$ cat src/hdl/psb_pkg.sv
package psb_pkg;

  // Field widths
  localparam int MS_W       = 10;
  localparam int ADC_W      = 10;
  localparam int DUTY_W     = 8;
  localparam int CH_W       = 3;
  localparam int HOLD_W     = 3;
  localparam int CFG_IDX_W  = 2;
  localparam int CFG_DATA_W = 10;

  // Sample slots: slot 0 battery, slot 5 board temperature
  localparam int SAMPLE_CHANNELS = 6;
  localparam int SLOT_BATTERY    = 0;
  localparam int SLOT_TEMP       = 5;

  localparam int HOLD_SECONDS_DEF = 4;

  // Timing windows in milliseconds
  localparam logic [MS_W-1:0]  OFF_BLINK_MS   = 10'd20;
  localparam logic [MS_W-1:0]  HOLD_WINDOW_MS = 10'd900;
  localparam logic [MS_W-1:0]  FAN_WINDOW_MS  = 10'd20;
  localparam logic [MS_W-1:0]  ON_LED_MS      = 10'd512;
  localparam logic [MS_W-1:0]  FLAT_LED_MS    = 10'd768;
  localparam logic [7:0]       ON_BLINK_SUB   = 8'd20;
  localparam logic [7:0]       FLAT_BLINK_SUB = 8'd15;

  // Fan law
  localparam logic [DUTY_W-1:0] FAN_FULL   = 8'd255;
  localparam int                FAN_OFFSET = 35;
  localparam logic [HOLD_W-1:0] HOLD_MAX   = 3'd7;

  localparam logic [CFG_DATA_W-1:0] BATTERY_FLOOR_RST = 10'd0;
  localparam logic [CFG_DATA_W-1:0] FAN_THRESHOLD_RST = 10'd540;

  typedef enum logic [1:0] {
    MODE_OFF  = 2'd0,
    MODE_ON   = 2'd1,
    MODE_FLAT = 2'd2
  } mode_t;

  typedef enum logic [1:0] {
    CUE_NONE       = 2'd0,
    CUE_POWER_UP   = 2'd1,
    CUE_POWER_DOWN = 2'd2,
    CUE_ALERT      = 2'd3
  } cue_t;

  typedef enum logic [CFG_IDX_W-1:0] {
    CFG_BATTERY_FLOOR = 2'd0,
    CFG_FAN_THRESHOLD = 2'd1
  } cfg_reg_t;

  typedef struct packed {
    logic [CFG_DATA_W-1:0] battery_floor;
    logic [CFG_DATA_W-1:0] fan_threshold;
  } cfg_t;

  typedef struct packed {
    logic [MS_W-1:0]  ms_phase;
    logic             button_pressed;
    logic             shutdown_request;
    logic [ADC_W-1:0] adc_sample;
    logic [ADC_W-1:0] battery_recheck;
  } item_t;

  typedef struct packed {
    logic [1:0]        power_mode;
    logic              regulators_on;
    logic [DUTY_W-1:0] fan_duty;
    logic              red_led;
    logic [1:0]        sounder_cue;
  } result_t;

endpackage

$ cat src/hdl/psb_if.sv
interface psb_in_if;
  logic                       valid;
  logic                       ready;
  logic [psb_pkg::MS_W-1:0]   ms_phase;
  logic                       button_pressed;
  logic                       shutdown_request;
  logic [psb_pkg::ADC_W-1:0]  adc_sample;
  logic [psb_pkg::ADC_W-1:0]  battery_recheck;

  modport source (output valid, ms_phase, button_pressed, shutdown_request, adc_sample,
                  battery_recheck, input ready);
  modport sink (input valid, ms_phase, button_pressed, shutdown_request, adc_sample,
                battery_recheck, output ready);
endinterface

interface psb_out_if;
  logic                        valid;
  logic                        ready;
  logic [1:0]                  power_mode;
  logic                        regulators_on;
  logic [psb_pkg::DUTY_W-1:0]  fan_duty;
  logic                        red_led;
  logic [1:0]                  sounder_cue;

  modport source (output valid, power_mode, regulators_on, fan_duty, red_led, sounder_cue,
                  input ready);
  modport sink (input valid, power_mode, regulators_on, fan_duty, red_led, sounder_cue,
                output ready);
endinterface

interface psb_cfg_if;
  logic                             valid;
  logic                             ready;
  logic [psb_pkg::CFG_IDX_W-1:0]    reg_index;
  logic [psb_pkg::CFG_DATA_W-1:0]   wdata;

  modport source (output valid, reg_index, wdata, input ready);
  modport sink (input valid, reg_index, wdata, output ready);
endinterface

$ cat src/hdl/psb_cfg_regs.sv
module psb_cfg_regs (
  input  logic          clk,
  input  logic          rst_n,
  psb_cfg_if.sink       cfg_chan,
  output psb_pkg::cfg_t cfg
);
  import psb_pkg::*;

  cfg_t cfg_r, cfg_nxt;

  assign cfg_chan.ready = 1'b1;
  assign cfg = cfg_r;

  // Decode the write request by register index; unknown indexes are dropped
  always_comb begin
    cfg_nxt = cfg_r;
    if (cfg_chan.valid) begin
      unique case (cfg_chan.reg_index)
        CFG_BATTERY_FLOOR: cfg_nxt.battery_floor = cfg_chan.wdata;
        CFG_FAN_THRESHOLD: cfg_nxt.fan_threshold = cfg_chan.wdata;
        default:           cfg_nxt = cfg_r;
      endcase
    end
  end

  always_ff @(posedge clk) begin
    if (!rst_n) begin
      cfg_r.battery_floor <= BATTERY_FLOOR_RST;
      cfg_r.fan_threshold <= FAN_THRESHOLD_RST;
    end else begin
      cfg_r <= cfg_nxt;
    end
  end

endmodule

$ cat src/hdl/psb_core.sv
module psb_core #(
  parameter int HOLD_SECONDS = psb_pkg::HOLD_SECONDS_DEF
) (
  input  logic             clk,
  input  logic             rst_n,
  input  logic             fire,
  input  psb_pkg::item_t   item,
  input  psb_pkg::cfg_t    cfg,
  output psb_pkg::result_t result
);
  import psb_pkg::*;

  localparam logic [HOLD_W-1:0] HOLD_LIMIT = HOLD_W'(HOLD_SECONDS);

  mode_t             mode_r, mode_nxt;
  logic [CH_W-1:0]   chan_r, chan_nxt;
  logic [ADC_W-1:0]  store_r   [SAMPLE_CHANNELS];
  logic [ADC_W-1:0]  store_nxt [SAMPLE_CHANNELS];
  logic [HOLD_W-1:0] hold_cnt_r, hold_cnt_nxt;
  logic              hold_smp_r, hold_smp_nxt;
  logic              held_r, held_nxt;
  logic              pend_r, pend_nxt;
  logic              fan_upd_r, fan_upd_nxt;
  logic              led_r, led_nxt;
  logic [DUTY_W-1:0] duty_r, duty_nxt;
  logic              regs_r, regs_nxt;
  cue_t              cue;

  logic [ADC_W-1:0]  slot0, slot5;
  logic              bat_low, rec_low;
  logic [7:0]        sub;
  logic signed [12:0] diff, fan_t;
  logic [DUTY_W-1:0] fan_duty;

  // Slot values after this request's sample store
  assign slot0 = (chan_r == CH_W'(SLOT_BATTERY)) ? item.adc_sample : store_r[SLOT_BATTERY];
  assign slot5 = (chan_r == CH_W'(SLOT_TEMP)) ? item.adc_sample : store_r[SLOT_TEMP];
  assign bat_low = slot0 < cfg.battery_floor;
  assign rec_low = item.battery_recheck < cfg.battery_floor;
  assign sub = item.ms_phase[7:0];

  // Fan law: (temp - threshold) * 3 + offset, clamped to the duty range
  always_comb begin
    diff  = $signed({3'b000, slot5}) - $signed({3'b000, cfg.fan_threshold});
    fan_t = diff + (diff <<< 1) + 13'(FAN_OFFSET);
    if (fan_t < 0) begin
      fan_duty = '0;
    end else if (fan_t > 13'sd255) begin
      fan_duty = FAN_FULL;
    end else begin
      fan_duty = fan_t[DUTY_W-1:0];
    end
  end

  // Next state for one request
  always_comb begin
    mode_nxt     = mode_r;
    hold_cnt_nxt = hold_cnt_r;
    hold_smp_nxt = hold_smp_r;
    held_nxt     = held_r;
    pend_nxt     = pend_r;
    fan_upd_nxt  = fan_upd_r;
    led_nxt      = led_r;
    duty_nxt     = duty_r;
    regs_nxt     = regs_r;
    cue          = CUE_NONE;
    for (int i = 0; i < SAMPLE_CHANNELS; i++) begin
      store_nxt[i] = store_r[i];
    end

    // Store the sample and advance the round robin
    if (chan_r < CH_W'(SAMPLE_CHANNELS)) begin
      store_nxt[chan_r] = item.adc_sample;
    end
    if (chan_r >= CH_W'(SAMPLE_CHANNELS - 1)) begin
      chan_nxt = '0;
    end else begin
      chan_nxt = chan_r + 1'b1;
    end

    unique case (mode_r)
      MODE_OFF: begin
        // Short blink at the start of each frame
        if (led_r) begin
          if (item.ms_phase > OFF_BLINK_MS) led_nxt = 1'b0;
        end else if (item.ms_phase <= OFF_BLINK_MS) begin
          led_nxt = 1'b1;
        end
        if (item.button_pressed) begin
          if (bat_low) store_nxt[SLOT_BATTERY] = item.battery_recheck;
          if (bat_low && rec_low) begin
            mode_nxt = MODE_FLAT;
            cue      = CUE_ALERT;
            regs_nxt = 1'b0;
          end else begin
            mode_nxt    = MODE_ON;
            regs_nxt    = 1'b1;
            duty_nxt    = FAN_FULL;
            fan_upd_nxt = 1'b1;
            cue         = CUE_POWER_UP;
          end
        end
      end
      MODE_ON: begin
        // Sample the button once per frame, count held frames at frame end
        if (item.ms_phase < HOLD_WINDOW_MS) begin
          if (!hold_smp_r) begin
            held_nxt     = item.button_pressed;
            hold_smp_nxt = 1'b1;
          end
        end else if (hold_smp_r) begin
          if (held_r) begin
            if (hold_cnt_r < HOLD_MAX) begin
              hold_cnt_nxt = hold_cnt_r + 1'b1;
              if (hold_cnt_nxt == HOLD_LIMIT) pend_nxt = 1'b1;
            end
          end else begin
            hold_cnt_nxt = '0;
          end
          hold_smp_nxt = 1'b0;
        end

        // Update the fan once per frame
        if (item.ms_phase < FAN_WINDOW_MS) begin
          if (!fan_upd_r) begin
            duty_nxt    = fan_duty;
            fan_upd_nxt = 1'b1;
          end
        end else begin
          fan_upd_nxt = 1'b0;
        end

        // Fast blink in the first half frame
        if (item.ms_phase < ON_LED_MS) begin
          if (led_r) begin
            if (sub > ON_BLINK_SUB) led_nxt = 1'b0;
          end else if (sub <= ON_BLINK_SUB) begin
            led_nxt = 1'b1;
          end
        end

        // Recheck the battery
        if (bat_low) store_nxt[SLOT_BATTERY] = item.battery_recheck;
        if (bat_low && rec_low) begin
          mode_nxt = MODE_FLAT;
          cue      = CUE_ALERT;
          regs_nxt = 1'b0;
        end

        // Shutdown wins over a flat battery
        if (pend_nxt || item.shutdown_request) begin
          cue      = CUE_POWER_DOWN;
          regs_nxt = 1'b0;
          mode_nxt = MODE_OFF;
          pend_nxt = 1'b0;
        end
      end
      MODE_FLAT: begin
        // Triple flash
        if (item.ms_phase < FLAT_LED_MS) begin
          if (led_r) begin
            if (sub > FLAT_BLINK_SUB) led_nxt = 1'b0;
          end else if (sub <= FLAT_BLINK_SUB) begin
            led_nxt = 1'b1;
          end
        end
      end
      default: begin
        mode_nxt = mode_r;
      end
    endcase

    result.power_mode    = mode_nxt;
    result.regulators_on = regs_nxt;
    result.fan_duty      = duty_nxt;
    result.red_led       = led_nxt;
    result.sounder_cue   = cue;
  end

  // Commit state when a request is processed
  always_ff @(posedge clk) begin
    if (!rst_n) begin
      mode_r     <= MODE_OFF;
      chan_r     <= '0;
      hold_cnt_r <= '0;
      hold_smp_r <= 1'b0;
      held_r     <= 1'b0;
      pend_r     <= 1'b0;
      fan_upd_r  <= 1'b0;
      led_r      <= 1'b0;
      duty_r     <= '0;
      regs_r     <= 1'b0;
      for (int i = 0; i < SAMPLE_CHANNELS; i++) begin
        store_r[i] <= '0;
      end
    end else if (fire) begin
      mode_r     <= mode_nxt;
      chan_r     <= chan_nxt;
      hold_cnt_r <= hold_cnt_nxt;
      hold_smp_r <= hold_smp_nxt;
      held_r     <= held_nxt;
      pend_r     <= pend_nxt;
      fan_upd_r  <= fan_upd_nxt;
      led_r      <= led_nxt;
      duty_r     <= duty_nxt;
      regs_r     <= regs_nxt;
      for (int i = 0; i < SAMPLE_CHANNELS; i++) begin
        store_r[i] <= store_nxt[i];
      end
    end
  end

endmodule

$ cat src/hdl/power_board_supervisor_unit.sv
// Power board supervisor.
// in_chan carries one supervisory request per accepted valid/ready handshake:
// the millisecond phase, button and host shutdown levels, the round-robin ADC
// sample and a fresh battery reading. out_chan returns exactly one result per
// request: power mode, regulator enable, fan duty, LED level and sounder cue.
// cfg_chan writes battery_floor (index 0) and fan_threshold (index 1); it is
// always ready; the user writes it only while no request is in flight.
// The block does not enforce this. Throughput: one request per cycle,
// sustained while out_chan is ready. A request is held in the input register,
// where the mode logic runs against the state registers, and its result is then
// loaded into the output register. State is committed at the same edge that
// loads the result, so the next request sees it without a bubble.
// When out_chan stalls, the output register holds its result and the input
// register can still take one more request; in_chan.ready then drops until the
// receiver takes the result.
// Reset (rst_n low, synchronous): mode off, regulators off, fan duty 0, LED off,
// all sample slots and counters zero, battery_floor 0, fan_threshold 540,
// both pipeline registers empty.
module power_board_supervisor_unit #(
  parameter int HOLD_SECONDS = psb_pkg::HOLD_SECONDS_DEF
) (
  input logic      clk,
  input logic      rst_n,
  psb_in_if.sink   in_chan,
  psb_out_if.source out_chan,
  psb_cfg_if.sink  cfg_chan
);
  import psb_pkg::*;

  cfg_t    cfg;
  item_t   item_r;
  logic    item_vld_r, item_vld_nxt;
  result_t result, out_data_r;
  logic    out_vld_r, out_vld_nxt;
  logic    advance, fire, in_take;

  psb_cfg_regs u_cfg (
    .clk      (clk),
    .rst_n    (rst_n),
    .cfg_chan (cfg_chan),
    .cfg      (cfg)
  );

  psb_core #(
    .HOLD_SECONDS (HOLD_SECONDS)
  ) u_core (
    .clk    (clk),
    .rst_n  (rst_n),
    .fire   (fire),
    .item   (item_r),
    .cfg    (cfg),
    .result (result)
  );

  // Pipeline handshake
  assign advance        = !out_vld_r || out_chan.ready;
  assign fire           = item_vld_r && advance;
  assign in_chan.ready  = !item_vld_r || advance;
  assign in_take        = in_chan.valid && in_chan.ready;

  always_comb begin
    if (in_take) begin
      item_vld_nxt = 1'b1;
    end else if (fire) begin
      item_vld_nxt = 1'b0;
    end else begin
      item_vld_nxt = item_vld_r;
    end
    out_vld_nxt = advance ? item_vld_r : out_vld_r;
  end

  always_ff @(posedge clk) begin
    if (!rst_n) begin
      item_vld_r <= 1'b0;
      out_vld_r  <= 1'b0;
    end else begin
      item_vld_r <= item_vld_nxt;
      out_vld_r  <= out_vld_nxt;
    end
  end

  // Capture the request and the result payloads
  always_ff @(posedge clk) begin
    if (in_take) begin
      item_r.ms_phase         <= in_chan.ms_phase;
      item_r.button_pressed   <= in_chan.button_pressed;
      item_r.shutdown_request <= in_chan.shutdown_request;
      item_r.adc_sample       <= in_chan.adc_sample;
      item_r.battery_recheck  <= in_chan.battery_recheck;
    end
    if (fire) begin
      out_data_r <= result;
    end
  end

  assign out_chan.valid         = out_vld_r;
  assign out_chan.power_mode    = out_data_r.power_mode;
  assign out_chan.regulators_on = out_data_r.regulators_on;
  assign out_chan.fan_duty      = out_data_r.fan_duty;
  assign out_chan.red_led       = out_data_r.red_led;
  assign out_chan.sounder_cue   = out_data_r.sounder_cue;

endmodule
$ cat src/flat_wrapper.sv
// flat-port wrapper written by rule: the top's interface ports become plain ports
module power_board_supervisor_unit_flat import psb_pkg::*;
#(
  parameter int HOLD_SECONDS = psb_pkg::HOLD_SECONDS_DEF
)
  (clk, rst_n, in_chan_valid, in_chan_ms_phase, in_chan_button_pressed, in_chan_shutdown_request, in_chan_adc_sample, in_chan_battery_recheck, in_chan_ready, out_chan_valid, out_chan_power_mode, out_chan_regulators_on, out_chan_fan_duty, out_chan_red_led, out_chan_sounder_cue, out_chan_ready, cfg_chan_valid, cfg_chan_reg_index, cfg_chan_wdata, cfg_chan_ready);
  psb_in_if in_chan_i ();
  psb_out_if out_chan_i ();
  psb_cfg_if cfg_chan_i ();
  input logic clk;
  input logic rst_n;
  input wire logic [$bits(in_chan_i.valid)-1:0] in_chan_valid;
  input wire logic [$bits(in_chan_i.ms_phase)-1:0] in_chan_ms_phase;
  input wire logic [$bits(in_chan_i.button_pressed)-1:0] in_chan_button_pressed;
  input wire logic [$bits(in_chan_i.shutdown_request)-1:0] in_chan_shutdown_request;
  input wire logic [$bits(in_chan_i.adc_sample)-1:0] in_chan_adc_sample;
  input wire logic [$bits(in_chan_i.battery_recheck)-1:0] in_chan_battery_recheck;
  output wire logic [$bits(in_chan_i.ready)-1:0] in_chan_ready;
  output wire logic [$bits(out_chan_i.valid)-1:0] out_chan_valid;
  output wire logic [$bits(out_chan_i.power_mode)-1:0] out_chan_power_mode;
  output wire logic [$bits(out_chan_i.regulators_on)-1:0] out_chan_regulators_on;
  output wire logic [$bits(out_chan_i.fan_duty)-1:0] out_chan_fan_duty;
  output wire logic [$bits(out_chan_i.red_led)-1:0] out_chan_red_led;
  output wire logic [$bits(out_chan_i.sounder_cue)-1:0] out_chan_sounder_cue;
  input wire logic [$bits(out_chan_i.ready)-1:0] out_chan_ready;
  input wire logic [$bits(cfg_chan_i.valid)-1:0] cfg_chan_valid;
  input wire logic [$bits(cfg_chan_i.reg_index)-1:0] cfg_chan_reg_index;
  input wire logic [$bits(cfg_chan_i.wdata)-1:0] cfg_chan_wdata;
  output wire logic [$bits(cfg_chan_i.ready)-1:0] cfg_chan_ready;
  assign in_chan_i.valid = in_chan_valid;
  assign in_chan_i.ms_phase = in_chan_ms_phase;
  assign in_chan_i.button_pressed = in_chan_button_pressed;
  assign in_chan_i.shutdown_request = in_chan_shutdown_request;
  assign in_chan_i.adc_sample = in_chan_adc_sample;
  assign in_chan_i.battery_recheck = in_chan_battery_recheck;
  assign in_chan_ready = in_chan_i.ready;
  assign out_chan_valid = out_chan_i.valid;
  assign out_chan_power_mode = out_chan_i.power_mode;
  assign out_chan_regulators_on = out_chan_i.regulators_on;
  assign out_chan_fan_duty = out_chan_i.fan_duty;
  assign out_chan_red_led = out_chan_i.red_led;
  assign out_chan_sounder_cue = out_chan_i.sounder_cue;
  assign out_chan_i.ready = out_chan_ready;
  assign cfg_chan_i.valid = cfg_chan_valid;
  assign cfg_chan_i.reg_index = cfg_chan_reg_index;
  assign cfg_chan_i.wdata = cfg_chan_wdata;
  assign cfg_chan_ready = cfg_chan_i.ready;
  power_board_supervisor_unit #(.HOLD_SECONDS(HOLD_SECONDS)) u_core (.clk(clk), .rst_n(rst_n), .in_chan(in_chan_i), .out_chan(out_chan_i), .cfg_chan(cfg_chan_i));
endmodule
$ cat config.mk
export PLATFORM = sky130hd
export DESIGN_NAME = power_board_supervisor_unit_flat
export DESIGN_NICKNAME = d
export VERILOG_FILES = /design/src/hdl/psb_pkg.sv /design/src/hdl/psb_if.sv /design/src/hdl/psb_cfg_regs.sv /design/src/hdl/psb_core.sv /design/src/hdl/power_board_supervisor_unit.sv /design/src/flat_wrapper.sv
export SDC_FILE = /design/constraint.sdc
export NUM_CORES = 1
export LEC_CHECK = 0
export BUFFER_PORTS_ARGS = -buffer_cell sky130_fd_sc_hd__buf_4
export CAP_MARGIN = 0
export CORE_MARGIN = 10
export CORE_UTILIZATION = 66
export CTS_BUF_LIST = sky130_fd_sc_hd__clkbuf_8
export CTS_CLUSTER_SIZE = 24
export DETAILED_ROUTE_END_ITERATION = 8
export PLACE_DENSITY = 0.95
export SKIP_LAST_GASP = 1
export SLEW_MARGIN = 30
export SYNTH_ARGS = -nofsm -noshare
export SYNTH_HDL_FRONTEND = slang
export SYNTH_SLANG_ARGS = --single-unit
$ cat constraint.sdc
create_clock -name clk -period 10.8 [get_ports clk]
set_input_delay 2.16 -clock clk [delete_from_list [all_inputs] [get_ports clk]]
set_output_delay 2.16 -clock clk [all_outputs]
set_load 0.05 [all_outputs]
# After elaboration in Yosys (flattened, before gate mapping)
# Memory sizes are Yosys's and may differ from the RTL's.
# Index checks and enable logic that the tools add are counted.
# classes
addsub	5
multipliers	0
n_div	0
n_lt_le_gt_ge	19
n_eq_ne	8
shifts	0
muxes	70
n_bitwise	9
n_reduce_logical	20
# op_table
op	n
$mux 10	11
$bwmux 60	1
$mux 60	1
$mux 8	6
$mux 1	32
$demux 10 s3	1
$lt 10x10->1 const B	3
$lt 10x10->1	2
$pmux 10 s2	1
$mux 2	8
$pmux 8 s2	1
$add 11x12->13	1
$add 13x7->13 const B	1
$gt 13x9->1 const B	1
$lt 13x1->1 const B	1
$sub 10x10->11	1
$gt 10x5->1 const B	1
$le 10x5->1 const B	1
$lt 10x5->1 const B	1
$mux 3	3
$gt 8x4->1 const B	1
$gt 8x5->1 const B	1
$le 8x4->1 const B	1
$le 8x5->1 const B	1
other kinds (25)	49
# word_totals
regBits	90
latch_bits	0
mem_bits_rw	60
mem_bits_ro	0
in_bits	49
output_inout_bits	17
wordCells	156
n_memories	1
# mem_list
memory	depth	width	rd	rd_clocked_by_memory_dff	wr	line	text
u_core.u_core.store_r	6	10	6	0	6	psb_core.sv:17	logic [ADC_W-1:0] store_r [SAMPLE_CHANNELS];

# Longest topological paths before layout
# Gate-level depths: netlist of the first run.
# logic_depth
ltp_word	11
mapped_depth	24
ltp_nobuf	23

# Cells and area by module
# Synthesis of the first run repeated with hierarchy kept, for this count alone.
# unflattened
cells_unflattened	656
area_unflattened_um2	6590.1
# modules_own_cells
module	n_inst	cells_per_inst	area_per_inst_um2	seq_area_each_um2
psb_core	1	518	4300.4	1041.0
power_board_supervisor_unit	1	55	1485.2	1421.4
psb_cfg_regs	1	83	804.5	400.4

# Worst setup path after synthesis of the first run
# OpenSTA, ideal clock, no wires.
# synth_path
path_kind	register to register
startpoint	register u_core.u_core.chan_r[1]
endpoint	register u_core.out_data_r, in the netlist u_core.out_chan.fan_duty[1], data pin
setup_time_ps	261
arrival_time_ps	5404
t_required_ps	10539
slack_ps	5135
path_stages_with_launch	25
path_buffers	1
synth_period_minus_slack_ps	5665
path_cell_list	dfxtp_1 -> inv_1 -> ha_1 -> nand2_1 -> mux2_2 -> ha_1 -> nor2b_1 -> o21ai_0 -> a21boi_0 -> o21ai_0 -> a21oi_1 -> o21ai_0 -> or4b_2 -> o311ai_0 -> ha_1 -> ha_1 -> clkbuf_1 -> nand2_1 -> a21oi_1 -> o21ai_0 -> a21oi_1 -> xor2_1 -> nor2_1 -> a21o_1 -> a221o_1
# synth_rtl
element	line	text
start: declaration	psb_core.sv:16	logic [CH_W-1:0] chan_r, chan_nxt;
start signal: assignment	psb_core.sv:198	chan_r <= chan_nxt;
end signal: assignment	power_board_supervisor_unit.sv:92	out_data_r <= result;
end: declaration	power_board_supervisor_unit.sv:33	result_t result, out_data_r;

==> results of run 1 <==
[layer usage]
layer | vias up | part of all wire
met5 | - | 0
met4 | 0 | 0.032
met3 | 56 | 0.086
met2 | 288 | 0.50
met1 | 2535 | 0.38
li1 | 2490 | -
[cell type report]
class,instances,area (sq um)
multi-input cells,481,3310
fillers,592,2200
well taps,129,161
repair buffers,66,495
clock buffers,9,124
clock inverters,7,52.6
inverters,44,165
flip-flops and latches,110,2860
[synth_stat cells (14+ instances only)]
cell type	instances
a21oi_1	46
dfxtp_1	44
nor2_1	73
clkbuf_1	16
edfxtp_1	66
mux2_2	19
mux2i_1	24
nor3_1	14
o21ai_0	32
nand2_1	72
ha_1	54
inv_1	44
a211oi_1	19
[final timing paths]
| check | from | endpoint |
|---|---|---|
| setup reg to reg | u_core.u_core.chan_r[1] | u_core.out_chan.fan_duty[3] |
| hold / removal | u_core.u_core.duty_r[6] | u_core.u_core.duty_r[6] |
| hold reg to reg | u_core.u_core.duty_r[6] | u_core.u_core.duty_r[6] |
| setup / recovery | u_core.u_core.chan_r[1] | u_core.out_chan.fan_duty[3] |
[through the flow]
step                      instances  total power [mW]  worst slack [ns]  instance area (sq um)
after floorplan                 658             0.770              5.14                   6410
after global placement          830             0.840              4.72                   6980
after detailed placement        830             0.863              4.38                   6990
after CTS                       846              1.08              4.36                   7160
after global routing            846              1.15              3.84                   7170
final                           846              1.09              4.29                   7170
[power by group through the flow]
stage	combinational (mW)	sequential, mW	clock (mW)
floorplan	0.267	0.503	0
global placement	0.346	0.494	0
detailed placement	0.368	0.495	0
CTS	0.372	0.486	0.227
global route	0.416	0.489	0.244
finish	0.380	0.487	0.227
[sequential cells by signal, indices dropped and copies added, names as in the netlist, 3 cells and up]
signal,flops
u_core.u_core.chan_r,3
u_core.out_chan.fan_duty,8
u_core.u_core.duty_r,8
u_core.u_core.hold_cnt_r,3
u_core.item_r,32
u_core.u_cfg.cfg,20
u_core.u_core.store_r,20
[tightest hold or removal path, cell delays in order, from the launching register on]
cell     delay (ns)
dfxtp_1        0.33
nand2_1        0.05
o21ai_1        0.05
[cells by family (layout without fill, tap and decap cells)]
kind of cell | after synthesis | count (layout) | synth area share
flip-flops | 110 | 110 | 0.446
other | 1 | 1 | 0.000585
AND/OR/NAND/NOR | 207 | 207 | 0.148
buffers and inverters | 67 | 126 | 0.0408
AO/OA/AOI/OAI | 160 | 160 | 0.164
XOR/XNOR | 14 | 14 | 0.0191
adder cells (fa/ha/maj) | 55 | 55 | 0.108
multiplexers | 44 | 44 | 0.0731
==> metrics.cfg, run 1 <==
[status]
outcome = finished, final reports clean

[global_routing]
grt.met3_usage = 0.0505
grt_pass1_wl_mm = 25.2
grt_util_met2 = 0.370
grt_use_met1 = 0.244
grt_busiest_layer = met2
grt_pass1_vias = 5374
grt_max_degree = 33
grt-ovfl-total = 0
antenna_found_initial = 0
grtUsageTotal = 0.213

[synthesis]
yosys.area.top_type_share = 0.309
ys_seq_elements = 110
yosysTopAreaCell = edfxtp_1
synth_area_sq_um = 6410
synth-async-reset-ratio = 0
synth.area.top_cells = edfxtp_1 (31%), dfxtp_1 (14%), ha_1 (11%), nor2_1 (4.3%), nand2_1 (4.2%)
synth_edf_count = 66
synth_top_flop_cell = edfxtp_1
syn_avg_cell_area_sq_um = 9.75
synth_fp_nets = 762
seq_area_frac_synth = 0.446
netlist_instances = 658
yosysUniqueCellTypes = 63
yosysWarnings = 0

[worst_setup_path]
r2r_slack_ns = 4.29
cpPeakStageDelay_ns = 0.59
r2r_cells = 23
worst_setup_path_end_kind = flip-flop
worstSetupPathDepth = 23
cp_cell_sequence = inv_1 -> ha_1 -> nand2_1 -> mux2_2 -> ha_1 -> nor2b_1 -> o21ai_0 -> a21boi_0 -> o21ai_0 -> a21oi_1 -> o21ai_0 -> or4b_2 -> o311ai_0 -> ha_1 -> ha_1 -> a21o_1 -> a31oi_1 -> nand4_1 -> a31oi_1 -> xor2_1 -> nand4_2 -> a21o_1 -> a221o_1
cp_top_family = compound AO/OA/AOI/OAI gates
cp-start-kind = flip-flop
cp_num_buf_inv = 1
crit_top_cell = ha_1
arrival_ns = 6.64
path_max_fanout = 13
path_class = reg2reg
slowest_stage = or4b_2
required_ns = 10.93

[finish]
antenna_cells = 0
layout-drive-gt1-share = 0.162
nNetsFinal = 816
area_delta_synth_final_pct = 11.7
layout_common_cells = nor2_1 (73), nand2_1 (72), buf_4 (66), edfxtp_1 (66), ha_1 (54)
utilization = 0.765
final_common_cell = nor2_1

[power]
power.density_nw_per_um2 = 153
power_frac_clock = 0.207
p_int_uw = 704
peakVddDrop_uv = 113
p_leak_nw = 3.01
swShare = 0.357
combPwrFrac = 0.348
power_frac_seq = 0.445
p_sw_uw = 390

[timing]
fin_crit_sh = 0.603
holdWs_ns = 0.467
setup_viol = 0
min_period_ns = 6.51
rsz0062_at_grt = no
fin_skew_ns = 0.0118
max_slew_margin = 0.345
slew_violations = 0
max_clock_freq_mhz = 154
tightest_slew_ns = 0.982
hold_viol = 0
tns_ns = 0

[clock_tree]
cts_root_buf = clkbuf_8
cts_buffers = 9
clk_pin_slew_worst_paths_ns = 0.10
cts.sinks = 110
hold_buffers = 0
cts_resized = 0
cts_tree = built
cts_buffer_depth = 2
h-tree-depth = 3
cts_setup_buffers = 0
clock_latency_ns = 0.38

[floorplanning]
design.core.area_sq_um = 9370
die-area_sq_um = 14100
rows = 35
boundaryPins = 66
die_w_microns = 119
start_util = 0.685
die_height_microns = 119

[route]
dr.first_iter.drc_count = 519
finalWirelength_mm = 15.5
via_per_inst = 6.35
wl_per_cell_microns = 18.4
ant_nets = 0
drtPass1Iterations = 5
vias = 5369
drc = 0

[place]
place.gp.congestion = 0.914
io_buffers = 64
dpl.hpwl_mm = 11.6

[job]
max-cap-violations = 0

[hold_path]
holdCritPathClass = reg2reg
hold_depth = 2

Power figures use the tool's default switching activity.
==> run 2: changes to the inputs <==
CORE_UTILIZATION = 56   (was 66)
PLACE_DENSITY = 0.89   (was 0.95)
clock period = 5.8 ns   (was 10.8 ns; I/O delays follow)
==> run 2 against run 1 <==
Effect of this change: via count decreased by 1.4%; critical path depth unchanged; final cell count increased by 2.8%; clock power increased by 77%; global-route usage decreased by 3.1 points; clock skew increased by 0.00087 ns; largest power group unchanged; setup slack got worse by 4.0 ns; utilization decreased by 12 points; critical endpoint is now u_core.u_core.duty_r[1].
==> metrics.cfg, run 2 (synthesis gave the netlist of run 1 again) <==
[finish]
fin_cells = 870  ; was 846
regMostFlops = u_core.item_r  ; unchanged
utilization = 0.646  ; was 0.765
area_delta_synth_final_pct = 13.9  ; was 11.7%
layout_common_cells = buf_4 (76), nor2_1 (73), nand2_1 (72), edfxtp_1 (66), ha_1 (52)  ; was nor2_1 (73), nand2_1 (72), buf_4 (66), edfxtp_1 (66), ha_1 (54)
antenna_cells = 0  ; unchanged
largest_register_ffs = 32  ; unchanged
layout-drive-gt1-share = 0.187  ; was 0.162
nNetsFinal = 826  ; was 816
final_common_cell = buf_4  ; was nor2_1

[clock_tree]
cts_tree = built  ; unchanged
h-tree-depth = 3  ; unchanged
cts_root_buf = clkbuf_8  ; unchanged
cts_buffers = 9  ; unchanged
cts_buffer_depth = 2  ; unchanged
clock_latency_ns = 0.38  ; about the same
cts.sinks = 110  ; unchanged
clk_pin_slew_worst_paths_ns = 0.10  ; about the same

[worst_setup_path]
cp-start-kind = flip-flop  ; unchanged
worst_setup_path_end_kind = flip-flop  ; unchanged
required_ns = 6.07  ; was 10.93 ns
path_class = reg2reg  ; unchanged
arrival_ns = 5.75  ; was 6.64 ns
r2r-start = u_core.u_core.chan_r[1]  ; unchanged
crit_start = u_core.u_core.chan_r[1]  ; unchanged
path_max_fanout = 9  ; was 13

[global_routing]
grtUsageTotal = 0.182  ; was 0.213
grt_pass1_vias = 5319  ; was 5374
antenna_found_initial = 0  ; unchanged
grt_max_degree = 30  ; was 33
grt_pass1_wl_mm = 24.7  ; was 25.2 mm
grt-ovfl-total = 0  ; unchanged

[route]
ant_nets = 0  ; unchanged
vias = 5292  ; was 5369
wl_per_cell_microns = 17.3  ; was 18.4 microns
finalWirelength_mm = 15.1  ; was 15.5 mm
drc = 0  ; unchanged
drtPass1Iterations = 6  ; was 5
dr.first_iter.drc_count = 528  ; was 519
via_per_inst = 6.08  ; was 6.35

[timing]
setup_viol = 0  ; unchanged
tns_ns = 0  ; unchanged
hold_viol = 0  ; unchanged
fin_crit_sh = 0.944  ; was 0.603
max_slew_margin = 0.412  ; was 0.345
tightest_slew_ns = 0.877  ; was 0.982 ns
holdWs_ns = 0.460  ; was 0.467 ns
max_clock_freq_mhz = 183  ; was 154 MHz
fin_skew_ns = 0.0127  ; was 0.0118 ns
min_period_ns = 5.48  ; was 6.51 ns
slew_violations = 0  ; unchanged

[hold_path]
holdCritPathClass = reg2reg  ; unchanged
worstHoldStart = u_core.u_core.duty_r[2]  ; was u_core.u_core.duty_r[6]

[floorplanning]
die-area_sq_um = 16100  ; was 14100 sq um
die_w_microns = 127  ; was 119 microns
rows = 39  ; was 35
start_util = 0.567  ; was 0.685
boundaryPins = 66  ; unchanged
design.core.area_sq_um = 11300  ; was 9370 sq um
die_height_microns = 127  ; was 119 microns

[power]
peakVddDrop_uv = 188  ; was 113 uV
p_leak_nw = 3.06  ; was 3.01 nW
power.density_nw_per_um2 = 284  ; was 153 nW/um^2

[job]
max-cap-violations = 0  ; unchanged

[place]
place.gp.congestion = 0.913  ; was 0.914
io_buffers = 64  ; unchanged
dp.cells = 849  ; was 830
dpl.hpwl_mm = 11.1  ; was 11.6 mm

[status]
outcome = finished, final reports clean  ; unchanged

[run 2: cell type report]
type	count	area, sq um
flip-flops and latches	110	2870
well taps	143	179
clock buffers	9	124
repair buffers	76	571
inverters	44	165
clock inverters	7	35.0
multi-input cells	481	3370
fillers	844	4010
[run 2: layer usage]
layer,GRT usage,wire (microns),vias to the layer above
met2,0.313,7590,199
met3,0.0426,1010,41
met4,0.0770,288,0
met5,0,0,-
li1,-,-,2515
met1,0.212,6170,2537
[run 2: repair_timing]
item | in CTS | in global routing
setup endpoints to repair | 11 | 16
buffers inserted | 3 | 2
pin swaps | 3 | 11
hold buffers | 0 | 0
resized for setup | 3 | 15
[run 2: worst max-delay path: stages, from the launching register on]
cell and delay, ns:
dfxtp_4 0.37, inv_1 0.08, ha_1 0.22, nand2_1 0.10, buf_4 0.18, mux2i_1 0.20, ha_1 0.19, inv_1 0.06
fa_1 0.43, a211oi_1 0.31, o21ai_0 0.14, a21oi_1 0.21, xnor2_1 0.17, ha_1 0.27, ha_2 0.39, a21oi_1 0.09
and3b_1 0.21, a221oi_4 0.34, mux2_2 0.39, a22oi_2 0.14, nand4_2 0.14, buf_4 0.19, or3_1 0.35, a22o_1 0.20
[run 2: worst paths after layout]
check | endpoint | slack (ns) | depth (start not counted)
worst min register to register | u_core.u_core.duty_r[2] | 0.46 | 2
worst max register to register | u_core.u_core.duty_r[1] | 0.32 | 23
worst max-delay path | u_core.u_core.duty_r[1] | 0.32 | 23
worst min-delay path | u_core.u_core.duty_r[2] | 0.46 | 2
[run 2: metrics by stage]
| step | total power [mW] | setup WS (ns) | area [sq um] |
|---|---|---|---|
| floorplan | 1.43 | 0.135 | 6410 |
| global placement | 1.57 | 0.114 | 7040 |
| detailed placement | 1.61 | -0.133 | 7040 |
| CTS | 2.03 | 0.0492 | 7230 |
| global route | 2.19 | -0.0327 | 7310 |
| finish | 2.07 | 0.322 | 7310 |
[run 2: report_power, final]
group | switching (mW) | internal [mW]
registers | 0.0274 | 0.877
logic | 0.447 | 0.320
clock network | 0.253 | 0.150
==> run 3: changes to the inputs <==
ABC_CLOCK_PERIOD_IN_PS = 4950   (was default)
PLACE_DENSITY = 0.79   (was 0.89)
clock period = 4.95 ns   (was 5.8 ns; I/O delays follow)
==> run 3 against run 2 <==
Effect of this change: flip-flop and latch count did not move; design area up 7.8%; combinational power rose by 38%; worst hold slack improved by 0.0060 ns; setup slack worse by 0.30 ns; via count grew 1.8%; sequential share of layout area is 2.9 points lower; die area is the same; non-clock buffer count rose by 36; register-to-register slack got worse by 0.30 ns; first-iteration DRC count fell by 33%; critical path type unchanged.
==> metrics.cfg, run 3 (synthesis gave the netlist of run 1 again) <==
[finish]
layout_common_cells = buf_4 (108), nor2_1 (72), nand2_1 (71), edfxtp_1 (66), a21oi_1 (43)  ; was buf_4 (76), nor2_1 (73), nand2_1 (72), edfxtp_1 (66), ha_1 (52)
layout-drive-gt1-share = 0.270  ; was 0.187
final_common_cell = buf_4  ; unchanged
regMostFlops = u_core.item_r  ; unchanged
area_delta_synth_final_pct = 22.9  ; was 13.9%
antenna_cells = 0  ; unchanged
utilization = 0.696  ; was 0.646
final_area_sq_um = 7880  ; was 7310 sq um
largest_register_ffs = 32  ; unchanged
fin_cells = 906  ; was 870
nNetsFinal = 862  ; was 826

[global_routing]
grt_max_degree = 33  ; was 30
grtUsageTotal = 0.190  ; was 0.182
antenna_found_initial = 0  ; unchanged
grt_pass1_wl_mm = 25.8  ; was 24.7 mm
grt_pass1_vias = 5542  ; was 5319
grt-ovfl-total = 0  ; unchanged

[floorplanning]
boundaryPins = 66  ; unchanged
start_util = 0.567  ; unchanged
die_height_microns = 127  ; unchanged
design.core.area_sq_um = 11300  ; unchanged
die_w_microns = 127  ; unchanged
rows = 39  ; unchanged
die-area_sq_um = 16100  ; unchanged

[worst_setup_path]
worst_setup_path_end_kind = flip-flop  ; unchanged
required_ns = 5.09  ; was 6.07 ns
arrival_ns = 5.07  ; was 5.75 ns
cpPeakStageDelay_ns = 0.49  ; was 0.43 ns
slowest_stage = or4b_4  ; was fa_1
cp_cell_sequence = inv_2 -> ha_4 -> nand2_4 -> buf_4 -> buf_4 -> mux2_4 -> ha_4 -> a21boi_4 -> o21ai_2 -> a21oi_2 -> o21ai_2 -> or4b_4 -> o311ai_4 -> ha_4 -> ha_4 -> a21o_1 -> a31oi_4 -> nand4_1 -> a31oi_1 -> xor2_1 -> nand4_4 -> a21o_1 -> a221o_1  ; was inv_1 -> ha_1 -> nand2_1 -> buf_4 -> mux2i_1 -> ha_1 -> inv_1 -> fa_1 -> a211oi_1 -> o21ai_0 -> a21oi_1 -> xnor2_1 -> ha_1 -> ha_2 -> a21oi_1 -> and3b_1 -> a221oi_4 -> mux2_2 -> a22oi_2 -> nand4_2 -> buf_4 -> or3_1 -> a22o_1
path_class = reg2reg  ; unchanged
cp-start-kind = flip-flop  ; unchanged
crit_top_cell = ha_4  ; was ha_1
path_max_fanout = 8  ; was 9

[route]
via_per_inst = 5.95  ; was 6.08
drc = 0  ; unchanged
ant_nets = 0  ; unchanged
vias = 5389  ; was 5292
wl_per_cell_microns = 17.5  ; was 17.3 microns
finalWirelength_mm = 15.8  ; was 15.1 mm
dr.first_iter.drc_count = 352  ; was 528
drtPass1Iterations = 5  ; was 6

[place]
place.gp.congestion = 0.899  ; was 0.913
placed_cell_area_sq_um = 7290  ; was 7040 sq um
dpl.hpwl_mm = 11.6  ; was 11.1 mm
dp.cells = 877  ; was 849
io_buffers = 64  ; unchanged

[power]
p_leak_nw = 3.30  ; was 3.06 nW
power_mw = 2.62  ; was 2.07 mW
peakVddDrop_uv = 247  ; was 188 uV
power.density_nw_per_um2 = 332  ; was 284 nW/um^2

[clock_tree]
cts_tree = built  ; unchanged
clock_latency_ns = 0.38  ; about the same
cts_buffer_depth = 2  ; unchanged
h-tree-depth = 3  ; unchanged
cts_root_buf = clkbuf_8  ; unchanged
cts_buffers = 9  ; unchanged
clk_pin_slew_worst_paths_ns = 0.10  ; about the same
cts.sinks = 110  ; unchanged

[timing]
min_period_ns = 4.93  ; was 5.48 ns
fin_skew_ns = 0.0139  ; was 0.0127 ns
max_slew_margin = 0.487  ; was 0.412
hold_viol = 0  ; unchanged
tightest_slew_ns = 0.765  ; was 0.877 ns
tns_ns = 0  ; unchanged
slew_violations = 0  ; unchanged
setup_viol = 0  ; unchanged
rsz0062_at_grt = yes
max_clock_freq_mhz = 203  ; was 183 MHz
fin_crit_sh = 0.996  ; was 0.944

[hold_path]
holdCritPathClass = reg2reg  ; unchanged

[job]
max-cap-violations = 0  ; unchanged

[status]
outcome = finished, final reports clean  ; unchanged

-- run 3: path summary, 6_finish.rpt --
path	startpoint	endpoint	slack, ns	cells after the start
setup / recovery	u_core.u_core.chan_r[1]	u_core.out_chan.fan_duty[7]	0.02	23
hold reg to reg	u_core.u_cfg.cfg[8]	u_core.u_cfg.cfg[8]	0.47	2
hold / removal	u_core.u_cfg.cfg[8]	u_core.u_cfg.cfg[8]	0.47	2
setup reg to reg	u_core.u_core.chan_r[1]	u_core.out_chan.fan_duty[7]	0.02	23
-- run 3: repair_timing --
action | 4_1_cts | 5_1_grt
endpoints found under the setup margin | 15 | 16
pin swaps | 18 | 30
gates cloned | 0 | 0
gates resized for setup | 22 | 30
setup buffers | 8 | 5
hold buffers | 0 | 0
-- run 3: final cells by class --
type	count	area, sq um
timing repair buffer	112	856
sequential	110	2870
clock buffer	9	124
tap	143	179
inverter	44	165
multi-input combinational	481	3640
fill	842	3440
clock inverter	7	51.3
-- run 3: through the flow --
stage,worst slack (ns),hold slack [ns]
floorplan,0.00353,0.425
global placement,-0.0668,0.441
detailed placement,-0.234,0.454
CTS,-0.0533,0.470
global route,-0.260,0.493
finish,0.0211,0.466
-- run 3: critical path, delay by kind of cell, from the launching register on --
family | cells | cell delay (ns)
AOI/OAI and AO/OA | 10 | 1.72
xor gates and xnor gates | 1 | 0.29
adders and majority gates | 4 | 0.84
buffers and inverters | 3 | 0.33
DFF | 1 | 0.34
muxes | 1 | 0.31
and+or+nand+nor | 4 | 0.86
-- run 3: per-layer routing --
metal,GRT usage,wire length [microns]
met3,0.0372,785
met4,0.0864,387
met1,0.224,6550
met5,0,0
met2,0.329,8130
-- run 3: report_power, final --
part	leakage (nW)	internal, mW	total (mW)	switching, mW
sequential	1.02	1.03	1.06	0.0320
combinational	2.19	0.487	1.06	0.574
clock	0.0862	0.185	0.497	0.313
